===== src/design/efr_pkg.sv =====
// Shared types and constants for the escaped frame receiver.
// No dependencies; imported by efr_core and escaped_frame_receiver_top.
package efr_pkg;

    localparam logic [7:0] MARK_BYTE  = 8'h10;
    localparam logic [7:0] OPEN_BYTE  = 8'h02;
    localparam logic [7:0] CLOSE_BYTE = 8'h03;

    typedef enum logic [1:0] {
        KIND_PAYLOAD = 2'd0,
        KIND_GOOD    = 2'd1,
        KIND_BADSUM  = 2'd2,
        KIND_BADESC  = 2'd3
    } kind_t;

    typedef struct packed {
        kind_t       kind;
        logic [7:0]  data;
        logic [7:0]  pos;
        logic [8:0]  len;
        logic        ovf;
    } efr_result_t;

endpackage


===== src/design/efr_core.sv =====
// Deframing state machine: frame phase, payload count, checksum, overflow flag.
// Depends on efr_pkg.
module efr_core #(
    parameter int MAX_FRAME_LEN = 256
) (
    input  logic                 aclk,
    input  logic                 aresetn,
    input  logic                 step_en,
    input  logic [7:0]           rx_byte,
    output logic                 res_valid,
    output efr_pkg::efr_result_t res
);
    import efr_pkg::*;

    localparam int CNT_W = $clog2(MAX_FRAME_LEN + 1);

    typedef enum logic [2:0] {
        PH_IDLE,
        PH_OPEN,
        PH_DATA,
        PH_ESC,
        PH_SUM
    } phase_t;

    phase_t             phase_reg, phase_next;
    logic [CNT_W-1:0]   count_reg, count_next, count_base;
    logic [7:0]         sum_reg, sum_next;
    logic               ovf_reg, ovf_next, ovf_base;
    logic               clear, keep, verdict;
    kind_t              vkind;

    always_comb begin
        phase_next = phase_reg;
        clear      = 1'b0;
        keep       = 1'b0;
        verdict    = 1'b0;
        vkind      = KIND_GOOD;
        case (phase_reg)
            PH_IDLE: begin
                if (rx_byte == MARK_BYTE) begin
                    phase_next = PH_OPEN;
                    clear      = 1'b1;
                end
            end
            PH_OPEN: begin
                phase_next = (rx_byte == OPEN_BYTE) ? PH_DATA : PH_IDLE;
            end
            PH_DATA: begin
                if (rx_byte == MARK_BYTE) begin
                    phase_next = PH_ESC;
                end else begin
                    keep = 1'b1;
                end
            end
            PH_ESC: begin
                if (rx_byte == MARK_BYTE) begin
                    phase_next = PH_DATA;
                    keep       = 1'b1;
                end else if (rx_byte == CLOSE_BYTE) begin
                    phase_next = PH_SUM;
                end else begin
                    phase_next = PH_IDLE;
                    verdict    = 1'b1;
                    vkind      = KIND_BADESC;
                end
            end
            PH_SUM: begin
                phase_next = PH_IDLE;
                verdict    = 1'b1;
                vkind      = (sum_reg == rx_byte) ? KIND_GOOD : KIND_BADSUM;
            end
            default: begin
                phase_next = PH_IDLE;
            end
        endcase

        count_base = clear ? '0 : count_reg;
        ovf_base   = clear ? 1'b0 : ovf_reg;
        sum_next   = (clear ? 8'h00 : sum_reg) + rx_byte;
        count_next = count_base;
        ovf_next   = ovf_base;

        res_valid = verdict;
        res.kind  = vkind;
        res.data  = '0;
        res.pos   = '0;
        res.len   = 9'(count_reg);
        res.ovf   = ovf_reg;

        if (keep) begin
            if (count_base < CNT_W'(MAX_FRAME_LEN)) begin
                res_valid  = 1'b1;
                res.kind   = KIND_PAYLOAD;
                res.data   = rx_byte;
                res.pos    = 8'(count_base);
                res.len    = '0;
                res.ovf    = 1'b0;
                count_next = count_base + CNT_W'(1);
            end else begin
                ovf_next = 1'b1;
            end
        end
    end

    always_ff @(posedge aclk) begin
        if (!aresetn) begin
            phase_reg <= PH_IDLE;
            count_reg <= '0;
            sum_reg   <= '0;
            ovf_reg   <= 1'b0;
        end else if (step_en) begin
            phase_reg <= phase_next;
            count_reg <= count_next;
            sum_reg   <= sum_next;
            ovf_reg   <= ovf_next;
        end
    end

endmodule


===== src/design/escaped_frame_receiver_top.sv =====
// Top level of the escaped frame receiver: input register, deframer, result register.
// Depends on efr_pkg and efr_core.
//
//  channel | direction | handshake          | payload
//  s_      | in        | s_valid / s_ready  | s_rx_byte[7:0]
//  m_      | out       | m_valid / m_ready  | m_result_kind, m_data_byte, m_byte_position,
//          |           |                    | m_frame_length, m_overflowed
//
// One byte per cycle sustained while m_ready is high; each byte's result is loaded
// into the result register from the input register through the deframer logic.
// The deframer steps whenever the input register is full and the result register
// is empty or being drained, so the only limit is m_ready backpressure.
// Synchronous active-low reset empties both registers and returns the phase to idle.
// A stall on m_ready holds the result and, one byte later, s_ready.
module escaped_frame_receiver_top #(
    parameter int MAX_FRAME_LEN = 256
) (
    input  logic        aclk,
    input  logic        aresetn,
    input  logic        s_valid,
    output logic        s_ready,
    input  logic [7:0]  s_rx_byte,
    output logic        m_valid,
    input  logic        m_ready,
    output logic [1:0]  m_result_kind,
    output logic [7:0]  m_data_byte,
    output logic [7:0]  m_byte_position,
    output logic [8:0]  m_frame_length,
    output logic        m_overflowed
);
    import efr_pkg::*;

    logic        in_vld_reg;
    logic [7:0]  in_byte_reg;
    logic        out_vld_reg;
    efr_result_t out_res_reg;
    logic        step;
    logic        core_valid;
    efr_result_t core_res;

    // Process the held byte when the result slot is free or draining this cycle.
    assign step    = in_vld_reg && (!out_vld_reg || m_ready);
    assign s_ready = !in_vld_reg || step;

    efr_core #(
        .MAX_FRAME_LEN(MAX_FRAME_LEN)
    ) u_core (
        .aclk     (aclk),
        .aresetn  (aresetn),
        .step_en  (step),
        .rx_byte  (in_byte_reg),
        .res_valid(core_valid),
        .res      (core_res)
    );

    always_ff @(posedge aclk) begin
        if (!aresetn) begin
            in_vld_reg  <= 1'b0;
            out_vld_reg <= 1'b0;
        end else begin
            if (s_valid && s_ready) begin
                in_vld_reg <= 1'b1;
            end else if (step) begin
                in_vld_reg <= 1'b0;
            end
            if (step) begin
                out_vld_reg <= core_valid;
            end else if (m_ready) begin
                out_vld_reg <= 1'b0;
            end
        end
    end

    // Payload registers, no reset needed.
    always_ff @(posedge aclk) begin
        if (s_valid && s_ready) begin
            in_byte_reg <= s_rx_byte;
        end
        if (step && core_valid) begin
            out_res_reg <= core_res;
        end
    end

    assign m_valid         = out_vld_reg;
    assign m_result_kind   = out_res_reg.kind;
    assign m_data_byte     = out_res_reg.data;
    assign m_byte_position = out_res_reg.pos;
    assign m_frame_length  = out_res_reg.len;
    assign m_overflowed    = out_res_reg.ovf;

`ifndef ASSERT_OFF
    a_payload_no_verdict: assert property (@(posedge aclk) disable iff (!aresetn)
        (m_valid && m_result_kind == KIND_PAYLOAD) |-> (m_frame_length == 9'd0 && !m_overflowed))
        else $error("payload transfer carries verdict fields");

    a_verdict_no_data: assert property (@(posedge aclk) disable iff (!aresetn)
        (m_valid && m_result_kind != KIND_PAYLOAD) |-> (m_data_byte == 8'd0 && m_byte_position == 8'd0))
        else $error("verdict transfer carries payload fields");

    a_empty_ready: assert property (@(posedge aclk) disable iff (!aresetn)
        !in_vld_reg |-> s_ready)
        else $error("input stalled with empty input register");

    a_reset_empty: assert property (@(posedge aclk)
        !aresetn |=> (!m_valid && s_ready))
        else $error("registers not empty after reset");
`endif

endmodule

===== config.mk =====
export PLATFORM = sky130hd
export DESIGN_NAME = escaped_frame_receiver_top
export DESIGN_NICKNAME = d
export VERILOG_FILES = /design/src/design/efr_pkg.sv /design/src/design/efr_core.sv /design/src/design/escaped_frame_receiver_top.sv
export SDC_FILE = /design/constraint.sdc
export NUM_CORES = 1
export LEC_CHECK = 0
export BUFFER_PORTS_ARGS = -buffer_cell sky130_fd_sc_hd__buf_2
export CORE_ASPECT_RATIO = 0.8
export CORE_MARGIN = 5
export CORE_UTILIZATION = 50
export DETAILED_ROUTE_END_ITERATION = 6
export PLACE_DENSITY = 0.84
export SETUP_SLACK_MARGIN = 0.15
export SYNTH_ARGS = -nofsm -noshare
export SYNTH_HDL_FRONTEND = slang
export SYNTH_HIERARCHICAL = 1
export SYNTH_SLANG_ARGS = --single-unit
export TNS_END_PERCENT = 50

===== constraint.sdc =====
create_clock -name aclk -period 3.15 [get_ports aclk]
set_input_delay 0.4725 -clock aclk [delete_from_list [all_inputs] [get_ports aclk]]
set_output_delay 0.4725 -clock aclk [all_outputs]
set_load 0.01 [all_outputs]

==> results of run 1 <==
[cells in the mapped netlist, types with 3 or more instances]
cell,number
sky130_fd_sc_hd__a211oi_1,3
sky130_fd_sc_hd__a21oi_1,15
sky130_fd_sc_hd__a31oi_1,4
sky130_fd_sc_hd__and2_1,13
sky130_fd_sc_hd__and2b_1,6
sky130_fd_sc_hd__and2b_2,8
sky130_fd_sc_hd__and3_1,5
sky130_fd_sc_hd__clkbuf_1,6
sky130_fd_sc_hd__dfxtp_1,23
sky130_fd_sc_hd__edfxtp_1,36
sky130_fd_sc_hd__ha_1,9
sky130_fd_sc_hd__inv_1,5
sky130_fd_sc_hd__mux2i_1,4
sky130_fd_sc_hd__nand2_1,20
sky130_fd_sc_hd__nand3_1,6
sky130_fd_sc_hd__nand4_1,7
sky130_fd_sc_hd__nor2_1,23
sky130_fd_sc_hd__nor2b_1,8
sky130_fd_sc_hd__nor3_1,5
sky130_fd_sc_hd__nor3b_1,3
sky130_fd_sc_hd__nor4_1,3
sky130_fd_sc_hd__o21a_1,3
sky130_fd_sc_hd__o21ai_0,6
sky130_fd_sc_hd__xor2_1,10
[repair_timing]
action	in CTS	in global routing
pin swaps	1	1
gates resized for setup	6	10
setup endpoints to repair	2	3
setup buffers	4	2
hold endpoints to repair	0	0
hold buffers	0	0
[where the power goes]
part           internal [mW]  switching, mW
clock                  0.386          0.307
combinational         0.0614         0.0734
sequential             0.827         0.0124
total                   1.27          0.392
[cells by family (layout without fill, tap and decap cells)]
| group | count (synthesis) | in the layout | synth area share [%] |
|---|---|---|---|
| xor+xnor | 12 | 12 | 3.543 |
| mux | 4 | 4 | 1.350 |
| flops | 59 | 59 | 51.96 |
| fa+ha+maj | 10 | 10 | 4.471 |
| simple gates | 125 | 125 | 25.85 |
| compound gates | 46 | 46 | 10.29 |
| buf+inv | 17 | 86 | 2.531 |
[metal layers]
metal	part of all wire (%)	up-vias	wire length [um]
met4	2.1	0	134
met3	8.5	18	543
met5	0	-	0
li1	-	1121	-
met2	48	98	3019
met1	42	1088	2653
[path summary, 6_finish.rpt]
path,end,slack [ns],depth (start not counted),from
worst max-delay path,u_core/sum_reg[7],0.25,13,in_byte_reg[3]
worst min-delay path,in_byte_reg[7],0.31,1,s_rx_byte[7]
worst max register to register,u_core/sum_reg[7],0.25,13,in_byte_reg[3]
worst min register to register,u_core/ovf_reg,0.48,2,u_core/ovf_reg
[critical path, cell delays in order (launching register included)]
cell and delay, ns:
sky130_fd_sc_hd__edfxtp_1 0.38, sky130_fd_sc_hd__or4_4 0.56, sky130_fd_sc_hd__buf_4 0.19, sky130_fd_sc_hd__nor2_4 0.12, sky130_fd_sc_hd__nand2_2 0.09, sky130_fd_sc_hd__nand2_2 0.09
sky130_fd_sc_hd__inv_1 0.04, sky130_fd_sc_hd__ha_1 0.28, sky130_fd_sc_hd__a21oi_2 0.18, sky130_fd_sc_hd__nand4b_1 0.17, sky130_fd_sc_hd__a21oi_1 0.12, sky130_fd_sc_hd__o21a_1 0.20
sky130_fd_sc_hd__o311ai_2 0.24, sky130_fd_sc_hd__o41ai_1 0.10
[cell type report]
cell class | count | area [um^2]
fill | 466 | 2198
timing repair buffer | 63 | 370.4
tap | 81 | 101.3
inverter | 7 | 26.28
clock buffer | 10 | 137.6
sequential | 59 | 1543
clock inverter | 6 | 63.81
multi-input combinational | 197 | 1409
[through the flow]
step / hold WS, ns / power, mW
6_report: 0.3067 / 1.666
3_3_place_gp: 0.4561 / 0.9712
5_1_grt: 0.2847 / 1.740
4_1_cts: 0.2929 / 1.668
3_5_place_dp: 0.4683 / 0.9756
2_1_floorplan: 0.4452 / 0.9348
==> impl_summary.md, run 1 <==
Outcome
The run finished with clean final reports.

Finish
Once layout is done, the placed cells without fillers occupy 3651 um^2. The post-route non-filler standard cell count is 423. The count of inserted antenna diode cells is 0. The utilization after layout is 62.42%. In the layout the commonest cells are sky130_fd_sc_hd__buf_2 (41), sky130_fd_sc_hd__edfxtp_1 (36), sky130_fd_sc_hd__dfxtp_1 (22), sky130_fd_sc_hd__buf_4 (22), sky130_fd_sc_hd__nor2_1 (21). The net count of the finished layout is 359. The proportion of layout cells with a drive suffix above 1 is 33.63%. The layout-stage area growth over the synthesis result is 23.07%. Leaving out fill and tap cells, the most frequent cell in the layout is sky130_fd_sc_hd__buf_2.

Place
After legalization and detailed placement, the total HPWL measured 4475 um. Before CTS, the worst setup slack after placement is 0.01770 ns. At the end of routability-driven placement, the weighted congestion stood at 0.9245. The number of buffer cells added on primary ports is 41. In this run, placement finished with an instance count of 401. Once placement finished, the instance area stood at 3347 um^2.

Logic synthesis
For this run, the register share of the synthesized area comes to 51.96%. The number of synthesized register bits is 59. After synthesis, the share of flip-flops with an asynchronous set or reset is 0%. The synthesized netlist occupies a cell area of 2967 um^2. The largest total area in the synthesized netlist belongs to sky130_fd_sc_hd__edfxtp_1. The share of Yosys cell area claimed by the top area cell type is 36.44%. The synthesized design contains 36 enable-type register cells.

Synthesis produced a netlist with a net count of 295. Among all flip-flop cells after synthesis, the most frequent one is sky130_fd_sc_hd__edfxtp_1. During synthesis, Yosys emitted a total of 6 warnings. The count of different cell masters after synthesis is 56.

A synthesized cell averages 10.87 um^2. The number of instances in the synthesized netlist is 273. Yosys attributes the largest share of cell area to sky130_fd_sc_hd__edfxtp_1 (36%), sky130_fd_sc_hd__dfxtp_1 (16%), sky130_fd_sc_hd__ha_1 (3.8%).

STA
The final count of negative-setup-slack endpoints is 0. Timing would allow up to 344.8 MHz. The share of the clock period used by the worst path after layout is 92.06%. The count of endpoints failing hold in the final timing report was 0.

The clock period minus worst slack is 2.900 ns. Setup repair after global routing could not meet its margin everywhere. For the final routed database, the setup TNS stands at 0 ns. Once routing completed, OpenROAD measured the worst setup slack at 0.2502 ns. For the pin with the worst max-slew slack, the measured transition is 0.7281 ns.

The max-slew violation count was 0. Headroom to the max-slew limit came out at 51.36%. The worst clock skew is 0.01040 ns.

CTS
The CTS H-tree depth is 3. Clock-pin slew was measured on the worst setup and hold paths at 0.07 ns. The worst-case clock buffer depth is 2. The total clock sinks is 59.

CTS placed an instance of sky130_fd_sc_hd__clkbuf_8 at the clock tree root. The clock tree from TritonCTS is done. The clock reaches the later pin of the worst-skew pair after 0.34 ns. Counting the buffers created by CTS gives 9.

Critical path
At the worst endpoint, the arrival time is 3.12 ns. At the worst endpoint, the required time is 3.37 ns. The largest driver fanout on the critical path is 6. The kind of start point of the critical path is a flop. The critical path in this run is classified as reg -> reg. The sort of element at the end of the critical path is a flop.

Global route
The total grt overflow is 0. Entering global routing, the biggest net connects 29 pins. Global routing used 28.12% of the available met2 tracks. The global-route wire length before repair is 10320 um. The number of antenna violations at the first check in global routing is 0. The busiest layer in global routing is met2. The met1 track demand over resource is 21.93%. For met3 alone, demand over resource in global routing was 6.439%. The overall track demand over capacity in global routing is 17.68%. The via count of the first global-routing pass is 2190.

Routing
The detailed-route via count is 2325. After detailed routing, the number of remaining DRC violations is 0. After detailed routing, the number of vias per cell comes to 5.496. For this run, the detailed router's first-pass iteration total came to 4.

The detail route stage leaves a number of antenna-violating nets equal to 0. The number of violations reported at the end of detailed-routing iteration 0 is 132. The aggregate routed wire length is 6351 um. Dividing the detail-routed wire length by the instance count gives 15.01 um.

Floorplanning
The core region is 5849 um^2. The die covers 7583 um^2. The floorplan has 25 rows. In this run the count of I/O pins placed on the die edge is 42.

From left edge to right edge, the die measures 96.12 um. The vertical die dimension is 78.90 um. Once the floorplan was initialized, standard cells occupied 50.72% of the core.

Flow run
The number of violations of the max-capacitance limit is 0.

Power and ir drop
The leakage power summed over all cells is 1.591 nW. IR analysis of the VDD net gives a maximum drop of 0.2646 mV. For this design the ratio of total power to cell area is 456.4 nW/um^2.

Worst hold path
The path class of the tightest hold or removal check is in -> reg.
(Power assumes the default switching activity.)
==> run 2, diff against run 1 <==
GPL_TIMING_DRIVEN = 0   (was not set)
clock period = 2.43 ns   (was 3.15 ns; I/O delays follow)
==> run 2 against run 1 <==
The flow now finishes with violations (setup timing). Combinational power up 47%. Global-route usage up 3.4 points. Register-to-register slack worse by 1.0 ns. Critical endpoint is now u_core/sum_reg[6].
==> impl_summary.md, run 2 (same netlist as run 1, synthesis figures left out) <==
Routing
The number of detailed-routing iterations run before antenna repair came to 4 (unchanged). The detail-routed via count per cell is 5.721 (+4.1%). The aggregate routed wire length is 8499 um (+34%). The detailed-route via count is 2603 (+12%). The wire length per cell after detailed routing was 18.68 um (+24%). The number of violations reported at the end of detailed-routing iteration 0 is 233 (+77%).

The number of remaining DRC errors is 0 (unchanged). The count of antenna-violating nets left after detailed routing is 0 (unchanged).

Place
The number of buffer cells added on primary ports is 41 (unchanged). The post-DP HPWL is 4512 um (+0.82%). The final weighted congestion of routability-driven global placement is 0.8623 (-6.7%).

STA
The clock period minus worst slack is 3.185 ns (+0.2850 ns). The final count of negative-setup-slack endpoints was 65 (+65). The max-slew violation count is 0 (unchanged).

Setup repair after global routing could not meet its margin everywhere. The share of the clock period used by the worst path after layout is 131.1% (+39 points). The count of endpoints failing hold in the final timing report is 0 (unchanged). The upper clock frequency limit is 314.0 MHz (-8.9%).

The post-route worst setup slack is -0.7548 ns (-1.005 ns). The total negative slack for setup checks is -19.08 ns (-19.08 ns). The worst clock skew is 0.008681 ns (-0.001717 ns). The pin slew with the least headroom to its limit is 0.7385 ns (+0.01039 ns). The relative max-transition margin came to 50.66% (-0.69 points). The worst hold margin was 0.1947 ns (-0.1120 ns).

Global route
The number of antenna violations at the first check in global routing is 0 (unchanged). The global-route wire length before repair was 11870 um (+15%). The via count of the first global-routing pass is 2404 (+9.8%). The overall track demand over capacity in global routing was 21.09% (+3.4 points). The largest net degree at the start of global routing is 13 (-55%).

The total grt overflow was 0 (unchanged).

Outcome
The run finished, with violations left. The final reports fail on setup timing.

Critical path
The data arrival time of the worst path is 3.47 ns (+0.35 ns). STA classifies the critical path startpoint as a flop. The worst setup path is of the reg -> reg kind. Walking the worst path, the cells encountered are or4b_4 -> nor3b_4 -> buf_8 -> nor2b_4 -> ha_1 -> nor2b_2 -> o21ai_0 -> a21boi_1 -> o21ai_1 -> or4_1 -> nand4_1. For this design, the slowest cell found on the critical path is sky130_fd_sc_hd__or4b_4. The delay of the slowest critical-path stage is 0.64 ns (+0.08 ns).

The worst setup path is captured at a flop. The largest driver fanout on the critical path is 7 (+1). The required time of the critical path came to 2.71 ns (-0.66 ns). The length in cells of the worst reg-to-reg path came to 11 (-2).

Floorplanning
The starting utilization of the core area came to 50.72% (unchanged). The vertical die dimension came to 78.90 um (unchanged). The core region area is 5849 um^2 (unchanged). The top-level port count came to 42 (unchanged). The area enclosed by the die boundary is 7583 um^2 (unchanged).

The die width is 96.12 um (unchanged). The floorplan row count came to 25 (unchanged).

Finish
The count of inserted antenna diode cells is 0 (unchanged). The number of filler cells placed in the layout is 392 (-16%). The library cell used most frequently in the layout, excluding fill and tap cells, is sky130_fd_sc_hd__buf_2.

The layout-stage area growth over the synthesis result is 37.41%. The net count reported at finish came to 391 (+8.9%). The top cell types in the final layout, fill and taps aside, are sky130_fd_sc_hd__buf_2 (43), sky130_fd_sc_hd__edfxtp_1 (36), sky130_fd_sc_hd__buf_4 (32).

The proportion of layout cells with a drive suffix above 1 was 42.51% (+8.9 points).

Worst hold path
The cell count of the worst hold path is 1 (unchanged). In this run the worst hold path is classified as in -> reg.

CTS
TritonCTS built the clock tree. The worst-case clock buffer depth is 2 (unchanged). The insertion delay to the later sink of the worst-skew pair is 0.34 ns (about the same). The total clock sinks came to 59 (unchanged).

The clock transition at the registers of the reported paths is 0.07 ns (about the same). The CTS H-tree depth is 3 (unchanged). The total CTS buffers is 9 (unchanged). The master cell of the clock root buffer is sky130_fd_sc_hd__clkbuf_8.

Power and ir drop
The proportion of power drawn by flip-flops and latches is 49.9% (-0.4 points). The total internal power is 1.646 mW (+29%). The net switching power of the design was 0.5457 mW (+39%).

The part of the total power dissipated in combinational logic is 9.1% (+1.0 points). The power share of the clock group is 41.0% (-0.6 points). The power density over the cells is 537.6 nW/um^2 (+18%). The leakage power summed over all cells is 1.774 nW (+11%). The maximum resistive drop on vdd came to 0.4461 mV (+69%). The switching share of power was 24.90% (+1.4 points).

Flow run
The number of violations of the max-capacitance limit is 0 (unchanged).
run 2: cell count changes in the layout (fill, tap and decap cells not counted), moves of 3 or more:
cell	previous run	this run
sky130_fd_sc_hd__a21oi_1	13	10
sky130_fd_sc_hd__buf_4	22	32
sky130_fd_sc_hd__buf_6	0	9
sky130_fd_sc_hd__clkbuf_1	0	4
run 2: final cells by class:
| type | count | area [um^2] | share of cell area [%] |
|---|---|---|---|
| flip-flops and latches | 59 | 1541 | 37.81 |
| clock buffers | 9 | 123.9 | 3.039 |
| plain buffers | 10 | 77.57 | 1.903 |
| clock inverters | 7 | 76.32 | 1.872 |
| repair buffers | 84 | 619.3 | 15.19 |
| inverters | 7 | 26.28 | 0.6446 |
| well taps | 81 | 101.3 | 2.486 |
| multi-input cells | 198 | 1510 | 37.05 |
run 2: worst paths after layout:
check,endpoint,start,slack [ns]
setup reg to reg,u_core/sum_reg[6],in_byte_reg[1],-0.75
hold / removal,in_byte_reg[1],s_rx_byte[1],0.19
hold reg to reg,u_core/ovf_reg,u_core/ovf_reg,0.49
setup / recovery,u_core/sum_reg[6],in_byte_reg[1],-0.75
run 2: repair_timing:
item / in CTS / in global routing
hold buffers: 0 / 0
buffers inserted: 15 / 26
resized for setup: 18 / 30
pin swaps: 24 / 22
cloned: 3 / 0
setup endpoints to repair: 65 / 68
run 2: worst max-delay path: cells and delay by family, from the launching register on:
family / cells / cell delay (ns)
AO/OA/AOI/OAI: 3 / 0.46
adder cells (fa/ha/maj): 1 / 0.33
buffers and inverters: 1 / 0.17
flip-flops: 1 / 0.49
AND/OR/NAND/NOR: 6 / 1.68
run 2: layer usage:
metal / vias to the layer above / track usage (%) / wire [um]
met1: 1226 / 24.88 / 3170
met5: - / 0 / 0
met2: 152 / 34.05 / 4158
li1: 1175 / - / -
met4: 0 / 10.37 / 435
met3: 50 / 7.197 / 734
run 2: stage by stage:
step / utilization [%] / cell area, um^2 / power [mW] / worst slack, ns / instances
5_1_grt: 69.69 / 4076 / 2.286 / -0.8320 / 455
3_5_place_dp: 56.96 / 3332 / 1.263 / -0.9111 / 395
2_1_floorplan: - / 3025 / 1.218 / -0.4962 / 273
3_3_place_gp: 56.96 / 3332 / 1.254 / -0.8212 / 395
4_1_cts: 64.71 / 3785 / 2.161 / -0.7573 / 429
6_report: 69.69 / 4076 / 2.191 / -0.7548 / 455
run 2: power by group through the flow:
stage | sequential (mW) | combinational, mW | clock, mW
global route | 1.10 | 0.215 | 0.975
finish | 1.09 | 0.199 | 0.898
detailed placement | 1.12 | 0.144 | 0
CTS | 1.10 | 0.152 | 0.912
floorplan | 1.11 | 0.108 | 0
global placement | 1.12 | 0.136 | 0
==> run 3, diff against run 2 <==
ABC_CLOCK_PERIOD_IN_PS = 2430   (was not set)
SKIP_LAST_GASP = 1   (was not set)
SLEW_MARGIN = 30   (was not set)
==> run 3 against run 2 <==
The flow still finishes with violations (setup timing). Clock-buffer cell count unchanged. Routed wire length down 0.59%. Global-route usage fell by 0.26 points. Sequential cell count did not move. Final cell count up 0.66%. Sequential share of layout area down 0.47 points. Critical path type unchanged. Largest power group unchanged.
==> impl_summary.md, run 3 (same netlist as run 1, synthesis figures left out) <==
Critical path
The worst setup path startpoint is in_byte_reg[6]. The sort of element at the end of the critical path is a flop. The largest driver fanout on the critical path was 7 (unchanged). The path type of the worst setup path is reg -> reg. The length in cells of the worst reg-to-reg path is 12 (+1).

The critical path ends at u_core/sum_reg[6]. The start of the worst register-to-register path is in_byte_reg[6]. The endpoint identified for the worst register-to-register timing path is u_core/sum_reg[6]. The data arrival time of the worst path is 3.54 ns (+0.07 ns). The register-to-register setup slack came to -0.82 ns (-0.07 ns). The required time of the critical path is 2.72 ns (about the same). The kind of start point of the critical path is a flop.

Floorplanning
The core region area is 5849 um^2 (unchanged). The area enclosed by the die boundary is 7583 um^2 (unchanged). The floorplan row count was 25 (unchanged).

The die width is 96.12 um (unchanged). The vertical die dimension came to 78.90 um (unchanged). The top-level port count is 42 (unchanged).

The starting utilization of the core area is 50.72% (unchanged).

Finish
The count of inserted antenna diode cells is 0 (unchanged). The number of filler cells placed in the layout came to 367 (-6.4%). The library cell used most frequently in the layout, excluding fill and tap cells, is sky130_fd_sc_hd__buf_2. The area used by sequential logic in the layout is 1541 um^2 (unchanged). The utilization after layout is 70.57% (+0.88 points). The post-route non-filler standard cell count is 458 (+0.66%). The area used by multi-input combinational logic was 1503 um^2 (-0.50%). The proportion of layout cells with a drive suffix above 1 is 41.64% (-0.87 points).

From synthesis to final layout, the design area changed by 39.14%. The library cells used most frequently in the layout, excluding fill and tap cells, are sky130_fd_sc_hd__buf_2 (43), sky130_fd_sc_hd__edfxtp_1 (36), sky130_fd_sc_hd__buf_4 (34). The net count reported at finish came to 394 (+0.77%).

Routing
The count of antenna-violating nets left after detailed routing was 0 (unchanged). The wire length per cell after detailed routing is 18.45 um (-1.2%). The number of remaining DRC errors was 0 (unchanged). The aggregate routed wire length was 8449 um (-0.59%). The number of detailed-routing iterations run before antenna repair is 5 (+1).

The detail-routed via count per cell is 5.734 (+0.22%). The detailed-route via count came to 2626 (+0.88%). The number of violations reported at the end of detailed-routing iteration 0 is 229 (-1.7%).

STA
The share of the clock period used by the worst path after layout is 133.9% (+2.9 points). The worst clock skew is 0.005130 ns (-0.003551 ns). The final count of negative-setup-slack endpoints came to 68 (+4.6%). The clock period minus worst slack was 3.254 ns (+0.06956 ns).

The relative max-transition margin was 50.37% (-0.30 points). The pin slew with the least headroom to its limit is 0.7429 ns (+0.004441 ns). The upper clock frequency limit is 307.3 MHz (-2.1%). The count of endpoints failing hold in the final timing report is 0 (unchanged). The max-slew violation count is 0 (unchanged). Setup repair after global routing could not meet its margin everywhere.

The post-route worst setup slack is -0.8244 ns (-0.06956 ns).

Power and ir drop
The leakage power summed over all cells is 1.800 nW (+1.5%). The maximum resistive drop on vdd is 0.4321 mV (-3.1%). The power density over the cells is 529.5 nW/um^2 (-1.5%).

Global route
The number of antenna violations at the first check in global routing is 0 (unchanged). The overall track demand over capacity in global routing is 20.83% (-0.26 points). The total grt overflow was 0 (unchanged). The via count of the first global-routing pass is 2393 (-0.46%). The global-route wire length before repair was 11700 um (-1.5%). The largest net degree at the start of global routing was 13 (unchanged).

CTS
The CTS H-tree depth came to 3 (unchanged). The clock tree from TritonCTS is done. The master cell of the clock root buffer is sky130_fd_sc_hd__clkbuf_8. The total clock sinks is 59 (unchanged). The clock transition at the registers of the reported paths is 0.07 ns (about the same). The total CTS buffers is 9 (unchanged). The insertion delay to the later sink of the worst-skew pair is 0.35 ns (about the same). The worst-case clock buffer depth is 2 (unchanged). The number of buffers added to fix hold violations after cts came to 0 (unchanged).

Place
The final weighted congestion of routability-driven global placement is 0.8623 (unchanged). The instance count after placement with tap cells included is 395 (unchanged). The number of buffer cells added on primary ports is 41 (unchanged). The post-DP HPWL was 4512 um (unchanged).

The post-place setup slack is -0.9111 ns (unchanged).

Outcome
The run finished, with violations left. The checks that failed: setup timing.

Flow run
The number of violations of the max-capacitance limit was 0 (unchanged).

Worst hold path
The tightest min-delay check is of the in -> reg type.
## run 3: report_power, final
group          internal [mW]  switching [mW]
clock network          0.477           0.419
registers               1.07          0.0226
logic                 0.0928           0.103
## run 3: cell type report
cell class	instances	area share, %
Buffer	10	1.788
Clock buffer	9	3.001
Clock inverter	7	1.849
Inverter	7	0.6366
Multi-Input combinational cell	198	36.40
Sequential cell	59	37.34
Tap cell	81	2.455
Timing Repair Buffer	87	16.52
## run 3: worst max-delay path, stage by stage (launching register included)
cell                       delay, ns
sky130_fd_sc_hd__edfxtp_1       0.48
sky130_fd_sc_hd__or4_4          0.55
sky130_fd_sc_hd__buf_8          0.15
sky130_fd_sc_hd__nor3b_4        0.25
sky130_fd_sc_hd__clkbuf_8       0.21
sky130_fd_sc_hd__nor2b_1        0.05
sky130_fd_sc_hd__ha_1           0.34
sky130_fd_sc_hd__nor2b_2        0.18
sky130_fd_sc_hd__o21ai_1        0.08
sky130_fd_sc_hd__a21boi_1       0.22
sky130_fd_sc_hd__o21ai_1        0.15
sky130_fd_sc_hd__or4_1          0.42
sky130_fd_sc_hd__nand4_1        0.11
## run 3: per-stage QoR
step                hold WS (ns)  power [mW]  setup TNS, ns  cell area, um^2
finish                    0.1868       2.186         -22.62             4128
global route              0.1732       2.272         -26.57             4128
CTS                       0.1783       2.160         -16.49             3766
detailed placement        0.4699       1.263         -27.06             3332
global placement          0.4612       1.254         -22.03             3332
floorplan                 0.4452       1.218         -8.729             3025
## run 3: repair_timing
action,in CTS,in global routing
setup endpoints to repair,65,68
resized for setup,8,34
pin swaps,9,20
gates cloned,3,2
buffers inserted,15,27
## run 3: layer usage
metal | GRT usage [%] | routed length [um] | vias to the layer above
li1 | - | - | 1186
met1 | 23.97 | 3135 | 1239
met2 | 34.11 | 4223 | 164
met3 | 7.765 | 818 | 37
met4 | 9.659 | 271 | 0
met5 | 0 | 0 | -
## run 3: worst min path at each step
stage / from / depth (start not counted) / endpoint
after floorplan: u_core/ovf_reg / 2 / u_core/ovf_reg
after detailed placement: u_core/ovf_reg / 2 / u_core/ovf_reg
after global routing: s_rx_byte[1] / 1 / in_byte_reg[1]
final: s_rx_byte[1] / 1 / in_byte_reg[1]
after global placement: u_core/ovf_reg / 2 / u_core/ovf_reg
after CTS: s_rx_byte[1] / 1 / in_byte_reg[1]
